**config.mk**
```make
export PLATFORM = sky130hd
export DESIGN_NAME = crg_queue
export DESIGN_NICKNAME = d
export VERILOG_FILES = /design/src/rtl/camera_ray_generator_macros.svh /design/src/rtl/crg_pkg.sv /design/src/rtl/crg_queue.sv
export SDC_FILE = /design/constraint.sdc
export NUM_CORES = 1
export LEC_CHECK = 0
export BUFFER_PORTS_ARGS = -buffer_cell sky130_fd_sc_hd__buf_2
export CAP_MARGIN = 30
export CORE_MARGIN = 1
export CORE_UTILIZATION = 45
export DETAILED_ROUTE_END_ITERATION = 7
export PLACE_DENSITY = 0.68
export RECOVER_POWER = 50
export SLEW_MARGIN = 40
export SYNTH_ARGS = -nofsm -noshare
export SYNTH_HDL_FRONTEND = slang
export SYNTH_SLANG_ARGS = --single-unit
```
**constraint.sdc**
```tcl
create_clock -name clk -period 2.76 [get_ports clk]
set_clock_uncertainty 0.15 [all_clocks]
set_input_delay 0.276 -clock clk [delete_from_list [all_inputs] [get_ports clk]]
set_output_delay 0.276 -clock clk [all_outputs]
set_load 0.02 [all_outputs]
```
**src/rtl/camera_ray_generator_macros.svh**
```systemverilog
// Assertion macros used by the ray generator back pipeline.
`ifndef CAMERA_RAY_GENERATOR_MACROS_SVH
`define CAMERA_RAY_GENERATOR_MACROS_SVH
`ifndef SYNTHESIS
`define CRG_ASSERT(label, clk, rst_n, prop, msg) \
    label: assert property (@(posedge clk) disable iff (!rst_n) prop) else $error(msg);
`define CRG_ASSERT_NORST(label, clk, prop, msg) \
    label: assert property (@(posedge clk) prop) else $error(msg);
`else
`define CRG_ASSERT(label, clk, rst_n, prop, msg)
`define CRG_ASSERT_NORST(label, clk, prop, msg)
`endif
`endif

```
**src/rtl/crg_pkg.sv**
```systemverilog
package crg_pkg;
    localparam int COORD_BITS_DEF = 12;
    localparam int FRAC_BITS_DEF  = 16;
    localparam int CFG_IDX_BITS   = 3;
    localparam int CFG_DATA_BITS  = 64;

    localparam logic [CFG_IDX_BITS-1:0] REG_M0_XY = 3'd0;
    localparam logic [CFG_IDX_BITS-1:0] REG_M0_ZW = 3'd1;
    localparam logic [CFG_IDX_BITS-1:0] REG_M1_XY = 3'd2;
    localparam logic [CFG_IDX_BITS-1:0] REG_M1_ZW = 3'd3;
    localparam logic [CFG_IDX_BITS-1:0] REG_M2_XY = 3'd4;
    localparam logic [CFG_IDX_BITS-1:0] REG_M2_ZW = 3'd5;
    localparam logic [CFG_IDX_BITS-1:0] REG_HALF  = 3'd6;
    localparam logic [CFG_IDX_BITS-1:0] REG_PITCH = 3'd7;

    // Depth of the front-to-back queue.
    localparam int QUEUE_DEPTH = 4;
    localparam int QPTR_BITS   = 2;

    typedef struct packed {
        logic [11:0] pixel_x;
        logic [11:0] pixel_y;
    } pixel_t;

    typedef struct packed {
        logic signed [31:0] origin_x;
        logic signed [31:0] origin_y;
        logic signed [31:0] origin_z;
        logic signed [31:0] dir_x;
        logic signed [31:0] dir_y;
        logic signed [31:0] dir_z;
        logic               degenerate;
    } ray_t;

    // Camera-space coordinates handed from front to back.
    typedef struct packed {
        logic signed [31:0] cx;
        logic signed [31:0] cy;
    } cam_t;

    typedef struct packed {
        logic signed [31:0] m0;
        logic signed [31:0] m1;
        logic signed [31:0] m2;
        logic signed [31:0] m3;
    } mrow_t;

    // Queue occupancy flags between queue and its neighbors.
    typedef struct packed {
        logic full;
        logic empty;
    } qstat_t;

    function automatic logic signed [31:0] sat32(input logic signed [63:0] v);
        if (v > 64'sd2147483647)
            return 32'sh7fffffff;
        else if (v < -64'sd2147483648)
            return 32'sh80000000;
        else
            return v[31:0];
    endfunction
endpackage

```
**src/rtl/crg_queue.sv**
```systemverilog
module crg_queue (
    input  logic            clk,
    input  logic            rst_n,
    input  logic            push,
    input  crg_pkg::cam_t   push_data,
    input  logic            pop,
    output crg_pkg::cam_t   pop_data,
    output crg_pkg::qstat_t qstat
);
    import crg_pkg::*;

    cam_t                 mem_reg [QUEUE_DEPTH];
    logic [QPTR_BITS-1:0] wr_reg, rd_reg;
    logic [QPTR_BITS:0]   cnt_reg;

    assign qstat.full  = cnt_reg == (QPTR_BITS+1)'(QUEUE_DEPTH);
    assign qstat.empty = cnt_reg == '0;
    assign pop_data    = mem_reg[rd_reg];

    always_ff @(posedge clk or negedge rst_n)
    begin
        if (!rst_n)
        begin
            wr_reg  <= '0;
            rd_reg  <= '0;
            cnt_reg <= '0;
        end
        else
        begin
            if (push)
                wr_reg <= wr_reg + 1'b1;
            if (pop)
                rd_reg <= rd_reg + 1'b1;
            cnt_reg <= cnt_reg + (QPTR_BITS+1)'(push) - (QPTR_BITS+1)'(pop);
        end
    end

    always_ff @(posedge clk)
    begin
        if (push)
            mem_reg[wr_reg] <= push_data;
    end
endmodule

```
== After elaboration in Yosys (flattened, before gate mapping) ==
Memory sizes are Yosys's and may differ from the RTL's.
Cells that the tools add are included.
Storage, ports and cells
  word-level logic and storage cells: 12
  output and inout bits: 66
  memories: 1
  memory bits (writable): 256
  flip-flop bits (word level): 7
  bits of input ports: 68
Cells by class
  muxes and demuxes: 2
  reductions and logical operators: 1
  add/sub/neg operators: 4
  equal/unequal tests: 1
Memories
  mem_reg: depth 4, width 64, read ports 1, clocked after memory_dff 0, write ports 1, RTL line crg_queue.sv:12  | cam_t mem_reg [QUEUE_DEPTH];
Operators by type and width (number)
  $add 2x1->2 const B: 2
  $add 3x1->3: 1
  $eq 3x3->1 const B: 1
  $logic_not 3->1: 1
  $sub 3x1->3: 1
  $mux 1: 2

== Logic depth before layout (Yosys ltp) ==
  word-level depth: 2
  mapped depth: 6
  gate-level depth less buffers: 6

== Worst setup path after synthesis ==
No wires, ideal clock.
  path kind: reg-to-reg
  start: reg wr_reg[0]
  end: mem mem_reg[0][0] (netlist bit) (enable)
  required time: 2.181 ns
  cell stages (with the launch flop): 4
  period minus slack after synthesis: 2.705 ns
  setup time: 0.429 ns
  arrival time: 2.126 ns
  path slack: 0.055 ns
  buffers on the path: 0
  cells stage by stage: dfrtp_1 inv_1 ha_1 and2_1
RTL lines
  start, declared: RTL line crg_queue.sv:13  | logic [QPTR_BITS-1:0] wr_reg, rd_reg;
  start signal, assigned: RTL line crg_queue.sv:31  | wr_reg <= wr_reg + 1'b1;
  end, declared: RTL line crg_queue.sv:12
Straight into the memory's write port.

==> results <==
- The all-layer global routing usage is around 17%.
- The post-route netlist has 28.92% of its cells at a drive strength greater than 1.
- The number of vias per cell after detailed routing is 5.184.
- The via count of the first global-routing pass is 5,079.
- The power per cell area is 1049 mW/mm^2.
- Dividing the detail-routed wire length by the instance count gives 19.93 microns.
- Setup slack on the worst reg-to-reg path comes out at 340 ps.
- The number of nets produced by synthesis is 443.
- VDD sags by at most 0.0006124 V.
- The sum of overflow across all layers after global routing is 0.
- The highest cell delay on the worst timing path is 610 ps.
- The routed layout has ~4,600 vias.
- The clock tree root buffer cell is sky130_fd_sc_hd__clkbuf_16.
- The max-slew violation count is 0.
- The slowest stage of the critical path belongs to the cell sky130_fd_sc_hd__mux4_2.
- Setup repair after global routing left no endpoint under its margin.
- Clock-pin slew was measured on the worst setup and hold paths at approximately 60 ps.
- After floorplanning, the core was sized to cover about 0.021 sq mm.
- The worst hold path was traced through 2 stages.
- TritonCTS built the clock tree.
- The endpoint of the worst register-to-register path is mem_reg[3][61].
- The number of DRC markers after the initial detailed-route iteration is 204.
- The post-CTS setup-driven buffer insertion count is 0.
- By area the synthesized netlist is led by sky130_fd_sc_hd__edfxtp_1 (80%), sky130_fd_sc_hd__mux4_2 (15%), sky130_fd_sc_hd__dfrtp_1 (1.8%).
- The top cell type by total area after synthesis is sky130_fd_sc_hd__edfxtp_1.
- The detailed-router iteration count before antenna repair is 4.
- The startpoint identified for the worst hold timing path is push_data[54].
- The register with the most flip-flops in the layout has 256 of them.
- The final number of hold-violating endpoints was 0.
- The die outline area is 0.02196 sq mm.
- The combined area of the multi-input logic cells is between 0.0015 and 0.002 sq mm.
- The number of clock sinks seen by CTS is 263.
- The post-synthesis instance area is 0.009619 sq mm.
- The worst flop-to-flop path startpoint is wr_reg[0].
- The site row count is 53.
- The count of boundary I/O pins is about 130.
- The worst path uses 94.26% of the clock period.
- The residual antenna-violating net count after detailed routing is 0.
- At the worst endpoint, the arrival time is 2180 ps.
- The static power due to leakage is 4.040 nW.
- The utilization after layout is 57.32%.
- The insertion delay of the later-clocked pin in the worst-skew pair is between 500 and 600 ps.
- The filler cells instantiated in the layout total 1,572.
- The wire length of the first global-routing pass is 27.65 mm.
- The final net count is 670.
- The data required time at the worst endpoint is approximately 2300 ps.
- The number of instances in the synthesized netlist is 368.
- The startpoint type of the worst setup path is a flip-flop.
- The number of remaining DRC errors is 0.
- The critical path is of the reg -> out type.
- The flow ran to the end, and the final reports show no timing, DRC or antenna violations.
- The maximum buffer depth of the clock tree is 3.
- The repair_antennas step left the layout with diodes totalling 0.
- OpenSTA, run right after detailed placement, puts the worst setup slack at 628.9 ps.
- The max capacitance violation total is 0.
- The pin count of the biggest net entering global routing is 67.
- The path with the worst hold slack has its endpoint at mem_reg[2][54].
- After detailed routing, the total wire length is 17.68 mm.
- The number of H-tree branching levels is 1.
- Once the floorplan was initialized, standard cells occupied 45.76% of the core.
- The area share of the leading cell type in the synthesized netlist is approximately four fifths.
- The chip height is 148.2 microns.
- The floorplan step set the die width to 148.2 microns.
- The sum of negative setup slack is 0 ps.
- The count of port buffers added during placement is 133.
- The maximum clock frequency is 384.4 MHz.
- The transition time of the tightest slew-check pin is between 700 and 800 ps.
- The worst register-to-register path has a depth of 3.
- STA classifies the critical path endpoint as a primary output.
- The final weighted congestion of routability-driven global placement is ~0.71.
- The area growth from synthesis to layout is 25.26%.
- The yosys synthesis warning count is 0.
- Buffers inserted during clock tree synthesis total 26.
- The largest fanout of any net on the critical path is 66.
- Synthesis inferred 263 register bits.
- Each instance of the synthesized netlist takes up on average 26.14 sq um.
- The post-detailed-placement half-perimeter wirelength is 10.40 mm.
- Counting I/O delays and the setup requirement, the final critical path takes roughly 2600 ps.
- The signal on the critical path passes through buf_12 -> mux4_2 -> buf_2.
- The sequential fraction of the synthesis area is 81.74%.
- Registers take between 0.007 and 0.008 sq mm.
- After layout, the worst setup slack is 158.4 ps.
- The tightest slew margin relative to the limit is 50.15%.
- The post-synthesis cell type count is 17.
- The number of antenna violations at the first check in global routing was 0.
- The final number of setup-violating endpoints is 0.
- The path class of the tightest hold or removal check is in -> reg.
## worst max path at each step
stage,startpoint,to,slack [ps],cells past startpoint
final,rd_reg[0],pop_data[1],160,3
after detailed placement,rd_reg[0],pop_data[1],630,3
after global placement,rd_reg[0],pop_data[57],640,3
after floorplan,wr_reg[0],mem_reg[0][0],60,3
after global routing,rd_reg[0],pop_data[1],20,3
after CTS,rd_reg[0],pop_data[1],80,3
## logic make-up (layout without fill, tap and decap cells)
| family | Yosys count | count (layout) | share of synthesized area [%] |
|---|---|---|---|
| DFF | 263 | 263 | 81.74 |
| muxes | 64 | 64 | 14.98 |
| xor gates and xnor gates | 5 | 5 | 0.4553 |
| and+or+nand+nor | 8 | 8 | 0.4552 |
| adders and majority gates | 7 | 7 | 0.9885 |
| AOI/OAI and AO/OA | 1 | 1 | 0.05198 |
| buffers and inverters | 20 | 264 | 1.327 |
## cell usage after synthesis (all sizes together)
cell	number
dfrtp	7
edfxtp	256
and2	4
xnor2	2
xor2	3
o21ai	1
inv	6
ha	6
fa	1
mux4	64
nand2	2
clkbuf	1
buf	13
and3	1
nor3	1
## critical path: cells and delay by family (launching register included)
family | cells | cell delay, ps
buffers and inverters | 2 | 630
muxes | 1 | 610
DFF | 1 | 410
## power by group
| part | internal [W] | switching, W | total, W | leakage [nW] |
|---|---|---|---|---|
| sequential | 0.00524 | 0.000250 | 0.00549 | 2.43 |
| combinational | 0.00168 | 0.00231 | 0.00399 | 1.24 |
| clock | 0.00183 | 0.00134 | 0.00317 | 0.371 |
## cell usage in the layout, fill, tap and decap left out, types with 2 or more instances in the layout
cell	Yosys	final
sky130_fd_sc_hd__mux4_2	64	64
sky130_fd_sc_hd__and2_0	0	3
sky130_fd_sc_hd__dfrtp_4	0	2
sky130_fd_sc_hd__dfrtp_1	7	5
sky130_fd_sc_hd__buf_12	0	5
sky130_fd_sc_hd__clkinv_1	0	3
sky130_fd_sc_hd__dlygate4sd3_1	0	68
sky130_fd_sc_hd__inv_1	6	6
sky130_fd_sc_hd__buf_4	2	6
sky130_fd_sc_hd__xnor2_1	2	2
sky130_fd_sc_hd__clkbuf_1	1	77
sky130_fd_sc_hd__buf_2	6	67
sky130_fd_sc_hd__clkbuf_16	0	26
sky130_fd_sc_hd__edfxtp_1	256	256
sky130_fd_sc_hd__clkinv_2	0	3
sky130_fd_sc_hd__nand2_1	2	2
sky130_fd_sc_hd__ha_1	6	6
sky130_fd_sc_hd__xor2_1	3	3
## repair_timing
action	CTS	global route
hold endpoints to repair	268	0
gates resized for setup	0	0
hold buffers	68	0
## cell type report
class                           count  area share [%]
Clock buffer                       37           5.742
Clock inverter                      8          0.6023
Inverter                            6          0.1869
Multi-Input combinational cell     85           13.54
Sequential cell                   263           65.32
Tap cell                          275           2.856
Timing Repair Buffer              213           11.75
## stage by stage
stage	hold WS, ps	total power [W]	cells	instance area, sq um
floorplan	-169.6	0.008309	368	9619
global placement	-38.40	0.009515	774	10710
detailed placement	-28.54	0.009621	774	10710
CTS	326.7	0.01291	887	12150
global route	402.7	0.01328	887	12050
finish	407.2	0.01264	887	12050
## metal layers
metal | global-route usage, % | share of wire (%) | vias up
met4 | 4.485 | 1.7 | 0
met2 | 28.19 | 51 | 128
li1 | - | - | 2028
met5 | 0 | 0 | -
met1 | 22.09 | 42 | 2415
met3 | 3.405 | 5.4 | 27
(Power assumes the default switching activity.)
